### config.mk
export PLATFORM = sky130hd
export DESIGN_NAME = pwm_prescaler_top_duty_solver
export DESIGN_NICKNAME = d
export VERILOG_FILES = /design/src/hdl/pwmps_pkg.sv /design/src/hdl/pwmps_div.sv /design/src/hdl/pwmps_csr.sv /design/src/hdl/pwm_prescaler_top_duty_solver.sv
export SDC_FILE = /design/constraint.sdc
export NUM_CORES = 1
export LEC_CHECK = 0
export CAP_MARGIN = 40
export CORE_ASPECT_RATIO = 0.8
export CORE_MARGIN = 1
export CORE_UTILIZATION = 65
export CTS_CLUSTER_DIAMETER = 120
export CTS_CLUSTER_SIZE = 25
export DETAILED_ROUTE_END_ITERATION = 12
export DONT_BUFFER_PORTS = 1
export PLACE_DENSITY = 0.81
export SLEW_MARGIN = 20
export SYNTH_ARGS = -nofsm -noshare
export SYNTH_HDL_FRONTEND = slang
export SYNTH_SLANG_ARGS = --single-unit
### constraint.sdc
create_clock -name clock -period 9.3 [get_ports clock]
set_clock_uncertainty 0.2 [all_clocks]
set_input_delay 1.395 -clock clock [delete_from_list [all_inputs] [get_ports clock]]
set_output_delay 1.395 -clock clock [all_outputs]
set_load 0.03 [all_outputs]
### src/hdl/pwmps_pkg.sv
// Shared types, constants and prescaler tables of the PWM prescaler and TOP solver.
package pwmps_pkg;

   // Field widths
   localparam int CLK_W      = 26;
   localparam int FREQ_W     = 24;
   localparam int DUTY_W     = 8;
   localparam int CHAN_W     = 3;
   localparam int ST_W       = 2;
   localparam int SEL_W      = 3;
   localparam int TOP_W      = 16;
   localparam int SHIFT_W    = 4;
   localparam int IDX_W      = 3;
   // Divisor is freq shifted left by up to ten bits
   localparam int DIVR_W     = FREQ_W + 10;
   // TOP + 1 fits in 17 bits, duty * (TOP + 1) in 25 bits
   localparam int TOPP1_W    = TOP_W + 1;
   localparam int PROD_W     = DUTY_W + TOPP1_W;
   localparam int CNT_W      = 5;

   // Stream and register port widths
   localparam int REQ_DATA_W = 40;
   localparam int RSP_DATA_W = 40;
   localparam int CSR_ADDR_W = 3;
   localparam int CSR_DATA_W = 32;

   localparam int CHANNEL_COUNT = 6;

   localparam logic [CLK_W-1:0]  CLOCK_RESET = 26'd16000000;
   localparam logic [DUTY_W-1:0] DUTY_MAX    = 8'd100;
   localparam logic [DIVR_W-1:0] PERCENT_DIV = 34'd100;

   typedef enum logic [ST_W-1:0] {
      ST_OK          = 2'd0,
      ST_BAD_CHANNEL = 2'd1,
      ST_BAD_DUTY    = 2'd2,
      ST_BAD_FREQ    = 2'd3
   } status_type;

   // Timer groups: 8-bit short table, 16-bit short table, 8-bit long table
   typedef enum logic [1:0] {
      GRP_SHORT8,
      GRP_SHORT16,
      GRP_LONG8
   } group_type;

   // Request to the shared divider
   typedef struct packed {
      logic              start;
      logic [CLK_W-1:0]  dividend;
      logic [DIVR_W-1:0] divisor;
   } div_req_type;

   // Answer from the shared divider
   typedef struct packed {
      logic             done;
      logic [CLK_W-1:0] quotient;
   } div_rsp_type;

   // Prescalers are powers of two; table gives log2 of each entry
   function automatic logic [SHIFT_W-1:0] presc_shift(group_type grp,
                                                      logic [IDX_W-1:0] idx);
      logic [SHIFT_W-1:0] sh;
      sh = '0;
      if (grp == GRP_LONG8) begin
         case (idx)
            3'd0:    sh = 4'd0;
            3'd1:    sh = 4'd3;
            3'd2:    sh = 4'd5;
            3'd3:    sh = 4'd6;
            3'd4:    sh = 4'd7;
            3'd5:    sh = 4'd8;
            3'd6:    sh = 4'd10;
            default: sh = 4'd10;
         endcase
      end else begin
         case (idx)
            3'd0:    sh = 4'd0;
            3'd1:    sh = 4'd3;
            3'd2:    sh = 4'd6;
            3'd3:    sh = 4'd8;
            default: sh = 4'd10;
         endcase
      end
      return sh;
   endfunction

   // Index of the last prescaler in the group's table
   function automatic logic [IDX_W-1:0] presc_last(group_type grp);
      return (grp == GRP_LONG8) ? 3'd6 : 3'd4;
   endfunction

   // Largest quotient that still fits: TOP limit plus one
   function automatic logic [TOPP1_W-1:0] fit_bound(group_type grp);
      return (grp == GRP_SHORT16) ? 17'd65536 : 17'd256;
   endfunction

endpackage

### src/hdl/pwmps_div.sv
// Shared restoring divider, one quotient bit per cycle.
module pwmps_div (
   input  logic                  clock,
   input  logic                  reset,
   input  pwmps_pkg::div_req_type div_req,
   output pwmps_pkg::div_rsp_type div_rsp
);

   localparam int CW = pwmps_pkg::CLK_W;
   localparam int DW = pwmps_pkg::DIVR_W;
   localparam int NW = pwmps_pkg::CNT_W;

   logic [CW-1:0] rem_ff, rem_in;
   logic [CW-1:0] quo_ff, quo_in;
   logic [DW-1:0] dvs_ff, dvs_in;
   logic [NW-1:0] cnt_ff, cnt_in;
   logic          done_ff, done_in;

   logic [CW:0]   shifted;
   logic [DW-1:0] shifted_ext;
   logic [DW-1:0] diff;
   logic          take;

   // One step: shift next dividend bit in, subtract when it fits
   always_comb begin
      shifted     = {rem_ff, quo_ff[CW-1]};
      shifted_ext = {{(DW-CW-1){1'b0}}, shifted};
      take        = (shifted_ext >= dvs_ff);
      diff        = shifted_ext - dvs_ff;
   end

   always_comb begin
      rem_in  = rem_ff;
      quo_in  = quo_ff;
      dvs_in  = dvs_ff;
      cnt_in  = cnt_ff;
      done_in = 1'b0;
      if (div_req.start) begin
         rem_in = '0;
         quo_in = div_req.dividend;
         dvs_in = div_req.divisor;
         cnt_in = NW'(CW);
      end else if (cnt_ff != '0) begin
         // remainder stays below the partial dividend, so CW bits hold it
         rem_in  = take ? diff[CW-1:0] : shifted[CW-1:0];
         quo_in  = {quo_ff[CW-2:0], take};
         cnt_in  = cnt_ff - NW'(1);
         done_in = (cnt_ff == NW'(1));
      end
   end

   always_ff @(posedge clock) begin
      if (reset) begin
         cnt_ff  <= '0;
         done_ff <= 1'b0;
      end else begin
         cnt_ff  <= cnt_in;
         done_ff <= done_in;
      end
      rem_ff <= rem_in;
      quo_ff <= quo_in;
      dvs_ff <= dvs_in;
   end

   assign div_rsp.done     = done_ff;
   assign div_rsp.quotient = quo_ff;

endmodule

### src/hdl/pwmps_csr.sv
// APB register block holding the timer input clock frequency.
module pwmps_csr (
   input  logic                             clock,
   input  logic                             reset,
   input  logic                             csr_psel,
   input  logic                             csr_penable,
   input  logic                             csr_pwrite,
   input  logic [pwmps_pkg::CSR_ADDR_W-1:0] csr_paddr,
   input  logic [pwmps_pkg::CSR_DATA_W-1:0] csr_pwdata,
   output logic [pwmps_pkg::CSR_DATA_W-1:0] csr_prdata,
   output logic                             csr_pready,
   output logic [pwmps_pkg::CLK_W-1:0]      clock_hz
);

   localparam int AW = pwmps_pkg::CSR_ADDR_W;
   localparam int DW = pwmps_pkg::CSR_DATA_W;
   localparam int CW = pwmps_pkg::CLK_W;

   localparam logic [AW-3:0] REG_CLOCK_HZ = '0;

   logic [CW-1:0] clock_hz_ff, clock_hz_in;
   logic [AW-3:0] reg_idx;
   logic          wr_beat;

   assign csr_pready = 1'b1;
   assign reg_idx    = csr_paddr[AW-1:2];
   assign wr_beat    = csr_psel && csr_penable && csr_pwrite && csr_pready;

   // Write decode; other addresses are ignored
   always_comb begin
      clock_hz_in = clock_hz_ff;
      if (wr_beat && (reg_idx == REG_CLOCK_HZ)) begin
         clock_hz_in = csr_pwdata[CW-1:0];
      end
   end

   always_ff @(posedge clock) begin
      if (reset) begin
         clock_hz_ff <= pwmps_pkg::CLOCK_RESET;
      end else begin
         clock_hz_ff <= clock_hz_in;
      end
   end

   // Read decode
   always_comb begin
      unique case (reg_idx)
         REG_CLOCK_HZ: csr_prdata = {{(DW-CW){1'b0}}, clock_hz_ff};
         default:      csr_prdata = '0;
      endcase
   end

   assign clock_hz = clock_hz_ff;

endmodule

### src/hdl/pwm_prescaler_top_duty_solver.sv
// Top level: request checks, prescaler walk sequencer, duty compare and result register.
//
//   channel   dir  handshake              payload
//   req_      in   req_tvalid/req_tready  channel, freq_hz, duty_percent
//   rsp_      out  rsp_tvalid/rsp_tready  status, clock_select, top_value, compare_value
//   csr_      in   APB, pready tied high  clock_hz at byte address 0
//
// An accepted request runs one divide on the shared 26-step restoring divider per
// prescaler tried, then the duty multiply and the divide by 100. A request rejected
// on channel, duty or zero frequency skips the divider. Reset is synchronous, clears
// the sequencer and the result valid, and sets the register to 16000000 Hz. A waiting
// result holds the sequencer in its last state.
module pwm_prescaler_top_duty_solver (
   input  logic                             clock,
   input  logic                             reset,
   input  logic                             req_tvalid,
   output logic                             req_tready,
   // [2:0] channel, [26:3] freq_hz, [34:27] duty_percent, [39:35] zero
   input  logic [pwmps_pkg::REQ_DATA_W-1:0] req_tdata,
   output logic                             rsp_tvalid,
   input  logic                             rsp_tready,
   // [1:0] status, [4:2] clock_select, [20:5] top_value, [36:21] compare_value,
   // [39:37] zero
   output logic [pwmps_pkg::RSP_DATA_W-1:0] rsp_tdata,
   input  logic                             csr_psel,
   input  logic                             csr_penable,
   input  logic                             csr_pwrite,
   input  logic [pwmps_pkg::CSR_ADDR_W-1:0] csr_paddr,
   input  logic [pwmps_pkg::CSR_DATA_W-1:0] csr_pwdata,
   output logic [pwmps_pkg::CSR_DATA_W-1:0] csr_prdata,
   output logic                             csr_pready
);

   localparam int CW  = pwmps_pkg::CLK_W;
   localparam int FW  = pwmps_pkg::FREQ_W;
   localparam int DYW = pwmps_pkg::DUTY_W;
   localparam int HW  = pwmps_pkg::CHAN_W;
   localparam int SLW = pwmps_pkg::SEL_W;
   localparam int TW  = pwmps_pkg::TOP_W;
   localparam int T1W = pwmps_pkg::TOPP1_W;
   localparam int PW  = pwmps_pkg::PROD_W;
   localparam int IW  = pwmps_pkg::IDX_W;
   localparam int VW  = pwmps_pkg::DIVR_W;
   localparam int SW  = pwmps_pkg::ST_W;
   localparam int RDW = pwmps_pkg::RSP_DATA_W;

   typedef enum logic [2:0] {
      S_IDLE,
      S_SCAN,
      S_SCAN_WAIT,
      S_MUL,
      S_CMP_START,
      S_CMP_WAIT,
      S_DONE
   } state_type;

   logic [CW-1:0]          clock_hz;
   pwmps_pkg::div_req_type div_req;
   pwmps_pkg::div_rsp_type div_rsp;

   state_type              state_ff, state_in;
   pwmps_pkg::group_type   grp_ff, grp_in;
   logic [FW-1:0]          freq_ff, freq_in;
   logic [DYW-1:0]         duty_ff, duty_in;
   logic [IW-1:0]          idx_ff, idx_in;
   logic [T1W-1:0]         topp1_ff, topp1_in;
   logic [SLW-1:0]         sel_ff, sel_in;
   logic [PW-1:0]          prod_ff, prod_in;
   pwmps_pkg::status_type  st_ff, st_in;
   logic [TW-1:0]          cmp_ff, cmp_in;
   logic                   rsp_valid_ff, rsp_valid_in;
   logic [RDW-1:0]         rsp_data_ff, rsp_data_in;

   logic [HW-1:0]          req_chan;
   logic [FW-1:0]          req_freq;
   logic [DYW-1:0]         req_duty;
   logic                   req_beat;
   logic [CW-1:0]          quo;
   logic                   fits;
   logic                   out_free;

   pwmps_csr u_csr (
      .clock       (clock),
      .reset       (reset),
      .csr_psel    (csr_psel),
      .csr_penable (csr_penable),
      .csr_pwrite  (csr_pwrite),
      .csr_paddr   (csr_paddr),
      .csr_pwdata  (csr_pwdata),
      .csr_prdata  (csr_prdata),
      .csr_pready  (csr_pready),
      .clock_hz    (clock_hz)
   );

   pwmps_div u_div (
      .clock   (clock),
      .reset   (reset),
      .div_req (div_req),
      .div_rsp (div_rsp)
   );

   assign req_chan   = req_tdata[HW-1:0];
   assign req_freq   = req_tdata[HW+FW-1:HW];
   assign req_duty   = req_tdata[HW+FW+DYW-1:HW+FW];
   assign req_tready = (state_ff == S_IDLE);
   assign req_beat   = req_tvalid && req_tready;
   assign out_free   = !rsp_valid_ff || rsp_tready;

   // Divider operands: clock / (prescaler * freq) while scanning, product / 100 after
   always_comb begin
      div_req.start = (state_ff == S_SCAN) || (state_ff == S_CMP_START);
      if (state_ff == S_CMP_START) begin
         div_req.dividend = {{(CW-PW){1'b0}}, prod_ff};
         div_req.divisor  = pwmps_pkg::PERCENT_DIV;
      end else begin
         div_req.dividend = clock_hz;
         div_req.divisor  = {{(VW-FW){1'b0}}, freq_ff}
                            << pwmps_pkg::presc_shift(grp_ff, idx_ff);
      end
   end

   // Nonzero quotient within the group's TOP limit plus one
   assign quo  = div_rsp.quotient;
   assign fits = (quo != '0) && (quo <= {{(CW-T1W){1'b0}}, pwmps_pkg::fit_bound(grp_ff)});

   // Sequencer
   always_comb begin
      state_in     = state_ff;
      grp_in       = grp_ff;
      freq_in      = freq_ff;
      duty_in      = duty_ff;
      idx_in       = idx_ff;
      topp1_in     = topp1_ff;
      sel_in       = sel_ff;
      prod_in      = prod_ff;
      st_in        = st_ff;
      cmp_in       = cmp_ff;
      rsp_valid_in = rsp_valid_ff && !rsp_tready;
      rsp_data_in  = rsp_data_ff;

      unique case (state_ff)
         S_IDLE: begin
            if (req_beat) begin
               freq_in = req_freq;
               duty_in = req_duty;
               idx_in  = '0;
               if (req_chan <= HW'(1)) begin
                  grp_in = pwmps_pkg::GRP_SHORT8;
               end else if (req_chan <= HW'(3)) begin
                  grp_in = pwmps_pkg::GRP_SHORT16;
               end else begin
                  grp_in = pwmps_pkg::GRP_LONG8;
               end
               // checks in order: channel, duty, frequency
               if (req_chan >= HW'(pwmps_pkg::CHANNEL_COUNT)) begin
                  st_in    = pwmps_pkg::ST_BAD_CHANNEL;
                  state_in = S_DONE;
               end else if (req_duty > pwmps_pkg::DUTY_MAX) begin
                  st_in    = pwmps_pkg::ST_BAD_DUTY;
                  state_in = S_DONE;
               end else if (req_freq == '0) begin
                  st_in    = pwmps_pkg::ST_BAD_FREQ;
                  state_in = S_DONE;
               end else begin
                  st_in    = pwmps_pkg::ST_OK;
                  state_in = S_SCAN;
               end
            end
         end
         S_SCAN: begin
            state_in = S_SCAN_WAIT;
         end
         S_SCAN_WAIT: begin
            if (div_rsp.done) begin
               if (fits) begin
                  topp1_in = quo[T1W-1:0];
                  sel_in   = SLW'(idx_ff) + SLW'(1);
                  if (quo == CW'(1)) begin
                     // first fit gives TOP of zero
                     st_in    = pwmps_pkg::ST_BAD_FREQ;
                     state_in = S_DONE;
                  end else begin
                     state_in = S_MUL;
                  end
               end else if (idx_ff == pwmps_pkg::presc_last(grp_ff)) begin
                  st_in    = pwmps_pkg::ST_BAD_FREQ;
                  state_in = S_DONE;
               end else begin
                  idx_in   = idx_ff + IW'(1);
                  state_in = S_SCAN;
               end
            end
         end
         S_MUL: begin
            prod_in  = PW'(duty_ff) * PW'(topp1_ff);
            state_in = S_CMP_START;
         end
         S_CMP_START: begin
            state_in = S_CMP_WAIT;
         end
         S_CMP_WAIT: begin
            if (div_rsp.done) begin
               cmp_in   = (quo == '0) ? '0 : TW'(quo[T1W-1:0] - T1W'(1));
               state_in = S_DONE;
            end
         end
         S_DONE: begin
            if (out_free) begin
               rsp_valid_in = 1'b1;
               if (st_ff == pwmps_pkg::ST_OK) begin
                  rsp_data_in = {{(RDW-SW-SLW-2*TW){1'b0}}, cmp_ff,
                                 TW'(topp1_ff - T1W'(1)), sel_ff, SW'(st_ff)};
               end else begin
                  rsp_data_in = {{(RDW-SW){1'b0}}, SW'(st_ff)};
               end
               state_in = S_IDLE;
            end
         end
         default: begin
            state_in = S_IDLE;
         end
      endcase
   end

   always_ff @(posedge clock) begin
      if (reset) begin
         state_ff     <= S_IDLE;
         rsp_valid_ff <= 1'b0;
      end else begin
         state_ff     <= state_in;
         rsp_valid_ff <= rsp_valid_in;
      end
      grp_ff      <= grp_in;
      freq_ff     <= freq_in;
      duty_ff     <= duty_in;
      idx_ff      <= idx_in;
      topp1_ff    <= topp1_in;
      sel_ff      <= sel_in;
      prod_ff     <= prod_in;
      st_ff       <= st_in;
      cmp_ff      <= cmp_in;
      rsp_data_ff <= rsp_data_in;
   end

   assign rsp_tvalid = rsp_valid_ff;
   assign rsp_tdata  = rsp_data_ff;

endmodule

# After elaboration in Yosys (flattened, before gate mapping)
# Index checks and enable logic that the tools add are counted.
[classes]
magnitude_cmp = 6
n_bitwise = 2
reduce_logical = 28
add_sub_neg = 5
div_mod_pow = 0
n_eq_ne = 24
muxes = 41
shifts = 1
mul = 1
[op_table]
columns = ["operator", "n"]
rows = [
  ["26-bit two-way mux", 4],
  ["60-bit two-way mux", 1],
  ["3-bit two-way mux", 14],
  ["27-bit by 34-bit greater-or-equal comparator with 1-bit output", 1],
  ["24-bit by 4-bit << shifter with 34-bit output", 1],
  ["16-bit by 1-bit subtractor with 16-bit output, second input constant", 2],
  ["26-bit by 1-bit equality test with 1-bit output, second input constant", 1],
  ["26-bit by 17-bit <= comparator with 1-bit output", 1],
  ["26-bit logical NOT", 1],
  ["26-bit nonzero test", 1],
  ["26-bit subtractor", 1],
  ["8-bit by 17-bit multiplier with 25-bit output", 1],
  ["24-bit logical NOT", 1],
  ["4-bit one-hot mux with 6 select lines", 1],
  ["3-bit one-hot mux with 7 select lines", 1],
  ["2-bit two-way mux", 10],
  ["17-bit two-way mux", 1],
  ["4-bit one-hot mux with 4 select lines", 1],
  ["3-bit equality test, second input constant", 5],
  ["3-bit by 2-bit equality test with 1-bit output, second input constant", 4],
  ["5-bit two-way mux", 2],
  ["5-bit AND reduction", 2],
  ["8-bit by 7-bit greater-than comparator with 1-bit output, second input constant", 1],
  ["4-bit two-way mux", 2],
  ["other kinds (29)", 48],
]
[word_totals]
ramBits = 0
elab_cells = 128
mem_count = 0
latchBits = 0
mem_bits_ro = 0
reg_bits = 262

# Longest topological paths before layout
[logic_depth]
depth_word = 7
depth_mapped = 19

# By module
# From an unflattened synthesis, not the netlist that was laid out.
[unflattened]
cells_unflattened = 1803
hier_area_um2 = 18131.1
[by_module_without_submodules]
columns = ["module", "n_inst", "seq_area_each_um2", "cells_each", "area_each_um2"]
rows = [
  ["pwm_prescaler_top_duty_solver", 1, 4194.0, 1183, 11624.9],
  ["pwmps_div", 1, 2442.3, 470, 5109.9],
  ["pwmps_csr", 1, 520.5, 150, 1396.3],
]

# Least setup slack after synthesis
# Ideal clock, no wire load.
[synth_timing]
kind = "register to register"
start = "register duty_ff[7]"
end = "register prod_ff[24] (data pin)"
stages_incl_launch_ff = 18
setup_time_ps = 260
arrival_time_ps = 4766
required_time_ps = 8840
path_slack_ps = 4075
path_cell_list = "edfxtp_1 clkbuf_1 and2_1 fa_1 fa_1 fa_1 inv_1 fa_1 inv_1 ha_1 a211oi_1 o21ai_0 a21oi_1 a31oi_1 a2111oi_0 o21bai_1 a21oi_1 xnor2_1"
[synth_via]
elab_chain_len = 1
[synth_rtl]
columns = ["item", "line", "rtl"]
rows = [
  ["start, declared", "pwm_prescaler_top_duty_solver.sv:64", "logic [DYW-1:0] duty_ff, duty_in;"],
  ["start signal, assigned", "pwm_prescaler_top_duty_solver.sv:235", "duty_ff <= duty_in;"],
  ["8-bit by 17-bit multiplier with 25-bit output", "pwm_prescaler_top_duty_solver.sv:195", "prod_in = PW'(duty_ff) * PW'(topp1_ff);"],
  ["end signal, assigned", "pwm_prescaler_top_duty_solver.sv:239", "prod_ff <= prod_in;"],
  ["end, declared", "pwm_prescaler_top_duty_solver.sv:68", "logic [PW-1:0] prod_ff, prod_in;"],
]
# Every way passes these cells.
# A chain may end at the register's enable or synchronous reset.

# Worst setup path after layout
# Ends and elaborated chain as after synthesis.

==> results.env <==
PLACEMENT_ROWS=53
DRT_WL_TOTAL_MM=40.82
FMAXACHIEVABLE_MHz=167.0
SETUP.WORST_PATH.END_CLASS='flop'
XOR_AND_XNOR_FRACTION_OF_THE_MAPPED_NETLIST_AREA_PCT=2.958
SYNTH_CELLS=1754
DIE-HEIGHT_MICRONS=148.6
DRIVE_ABOVE_1_SHARE_PCT=4.145
CTS-HTREE-LEVELS=1
POST_ROUTE_ANTENNA_NET_VIOLATION_COUNT=0
FP.DIEAREA_SQ_UM=27540
MIN_PERIOD_OVER_PERIOD_PCT=64.40
CLOCK_SINK_COUNT=259
FLOORPLAN.CORE_AREA_SQ_UM=26330
SYNTH_CELL_TYPES=78
CELLPOWERDENSITY_nW_PER_UM2=409.2
GRT_ANTENNA_BEFORE_REPAIR=0
POWER.TOTAL_uW=7437
DRT-PASS1-ITER-COUNT=6
MAX_STAGE_DELAY_ON_CRIT_PATH_PS=680
SYNTH.FF_LATCH_COUNT=259
FINALNETCOUNT=1963
INITIAL_UTILIZATION_PCT=66.35
GR-TOTAL-OVERFLOW=0
POSTCTSHOLDBUFS=0
CRIT_TOP_CELL='fa_1'
CRITPATHKIND='reg -> reg'
SYNTH_TOP_FAMILY_BY_AREA='simple AND/OR/NAND/NOR gates'
WORSTMARGINPINSLEW_PS=844.5
CHIPWIDTH_MICRONS=185.3
ARRIVAL_PS=6020
CTS_TREE='yes'
MAX_SLEW_MARGIN_PCT=43.70
GRT_MAX_DEGREE=59
TIMING.CRITICAL_PATH.SLOWEST_STAGE_CELL='edfxtp_1'
YOSYS.AREA_SHARE.SIMPLE_PCT=18.96
WORST_SETUP_PATH_START_KIND='flop'
GRT_FIRST_PASS_WIRELENGTH_MM=65.38
SYNTH_MUX_AREA_SHARE_PCT=4.577
SYNTHARSTFLOPSHARE_PCT=0
CP.REQUIRED_PS=9330
CLOCKROOTBUFFER='clkbuf_16'
LEAKAGE_uW=0.007408
POST_CTS.REPAIR.SETUP_BUFFERS=0
REPORT.FINAL.SLEW_VIOL_COUNT=0
SYNTH_ADDER_AREA_SHARE_PCT=16.52
N_FILL_CELL=2058
HOLD_PATH.CLASS='reg -> reg'
CTS_BUFFERS=14
NETLIST_AREA_SQ_UM=17470
LAYOUT_COMMON_CELLS='nand2_1 (200), edfxtp_1 (197), inv_1 (158)'
SYNTH_EDF_COUNT=197
SEQ_AREA_FRAC_SYNTH_PCT=40.97
RSZ_0062_RAISED_AFTER_GLOBAL_ROUTING='false'
N_ANTENNA_CELL=0
AVGROUTEDWIREPERCELL_MICRONS=19.72
SYNTH-COMPOUND-AREA-SHARE_PCT=10.29
SYNTH_AREA_PER_INST_SQ_UM=9.958
LAYOUT_COMMONEST_CELL='nand2_1'
STATUS='complete, no violations'
DRT-VIAS-PER-INSTANCE=6.214
LAYOUT-AREA-OVERHEAD-VS-SYNTH_PCT=4.040
POST_ROUTE_NON_FILLER_STANDARD_CELL_COUNT=2070
IO-PIN-COUNT=157
POST_PLACE_CELLS=2046
DRT_FIRST_ITER_VIOLATIONS=1319
YOSYSWARNINGCOUNT=0
VIAS=12860
FINAL-SETUP-VIOL-COUNT=0
REMAINING_DRC_ERRORS=0
CLK_PATH_BUF_DEPTH=3
FINAL-HOLD-VIOLATION-COUNT=0
FINALCRITICALPERIOD_PS=5989
CRIT_FANOUT=17
FIN_WORST_HOLD_SLACK_PS=282.5
YOSYS_MOST_USED_DFF='edfxtp_1'
GP_ROUTABILITY_CONGESTION=0.9636
MAX_CAP_VIOL_COUNT=0
CLK_TRANSITION_REPORTED_PATHS_PS=110
TNS_PS=0
NUMBER_OF_GLOBAL_ROUTE_VIAS_BEFORE_REPAIR=12370
GRTUSAGETOTAL_PCT=30.68
CTS-RESIZED-GATES=0
WORST_SKEW_PAIR.LATE_LATENCY_PS=500
NUMBER_OF_PORT_BUFFERS=0
TIMING.CRITICAL_PATH.CELLS='and2_1 -> fa_1 -> fa_1 -> fa_1 -> inv_1 -> fa_1 -> inv_1 -> ha_1 -> a211oi_1 -> o21ai_0 -> a21oi_1 -> a31oi_1 -> a2111oi_0 -> o21bai_1 -> a21oi_1 -> xnor2_1'
VDD_DROP_MAX_V=0.0002942
PLACE.DETAILED.HPWL_MM=30.67
-- path summary, 6_finish.rpt --
kind,cells after the start,to,slack [ps],startpoint
hold / removal,2,u_csr.clock_hz[4],280,u_csr.clock_hz[4]
hold reg to reg,2,u_csr.clock_hz[4],280,u_csr.clock_hz[4]
setup reg to reg,16,prod_ff[24],3310,duty_ff[7]
setup / recovery,16,prod_ff[24],3310,duty_ff[7]
-- state kept, by name (all words and copies together), names as in the netlist --
signal and cells:
idx_ff 3, cmp_ff 16, duty_ff 8, freq_ff 24, st_ff 2, u_csr.clock_hz 26, u_div.quo_ff 26, rsp_tdata 37
u_div.dvs_ff 34, state_ff 3, u_div.rem_ff 26, prod_ff 25, sel_ff 3, u_div.done_ff 1, grp_ff 2, u_div.cnt_ff 5
topp1_ff 17, rsp_tvalid 1
-- layout make-up --
type | instances | area [sq um] | share of cell area (%)
repair buffers | 18 | 178.9 | 0.9846
clock inverters | 1 | 16.27 | 0.08951
multi-input cells | 1252 | 9368 | 51.55
flip-flops and latches | 259 | 7157 | 39.38
clock buffers | 23 | 405.4 | 2.231
inverters | 160 | 600.6 | 3.305
well taps | 357 | 446.7 | 2.458
-- worst max-delay path: cells and delay by family, from the launching register on --
kind	cells	cell delay, ps
buf+inv	2	100
compound gates	7	1910
simple gates	1	280
flops	1	680
xor+xnor	1	80
fa+ha+maj	5	2470
-- Yosys cell counts, types with 17 or more instances --
cell type  number  share of area, %
dfxtp_1        62               7.1
a31oi_1        31               1.1
nor3_1         32              0.92
xor2_1         18              0.90
and2_1        138               4.9
o21ai_0        58               1.7
nand3_1        18              0.52
fa_1           91                10
nor4_1         17              0.61
mux2i_1        63               3.6
inv_1         158               3.4
xnor2_1        41               2.1
a211oi_1       17              0.73
edfxtp_1      197                34
nand2_1       200               4.3
nor2_1        114               2.4
nor2b_1        41               1.5
ha_1           85               6.1
a21oi_1        79               2.3
clkbuf_1       71               1.5
-- metal layers --
layer	vias to the layer above	track usage (%)	wire length (microns)
met3	80	5.044	4185
li1	5913	-	-
met4	0	9.793	1183
met2	649	44.61	17390
met1	6220	46.81	18060
met5	-	0	0
-- power breakdown --
group	switching (uW)	internal, uW
sequential	321	1870
clock	369	308
combinational	2680	1890
-- kinds of logic after synthesis --
logic type | after synthesis
compound gates | 281
buf+inv | 251
simple gates | 648
other cells | 2
fa+ha+maj | 176
mux | 78
flops | 259
xor+xnor | 59
-- per-stage QoR --
stage,utilization [%],worst slack [ps],cell area [sq um]
6_report,69.03,3311,18170
5_1_grt,69.03,2963,18170
4_1_cts,69.03,3317,18170
3_5_place_dp,67.43,3385,17750
3_3_place_gp,67.09,3600,17660
2_1_floorplan,-,4075,17500
Note: power is estimated with default switching activity, not from simulation.
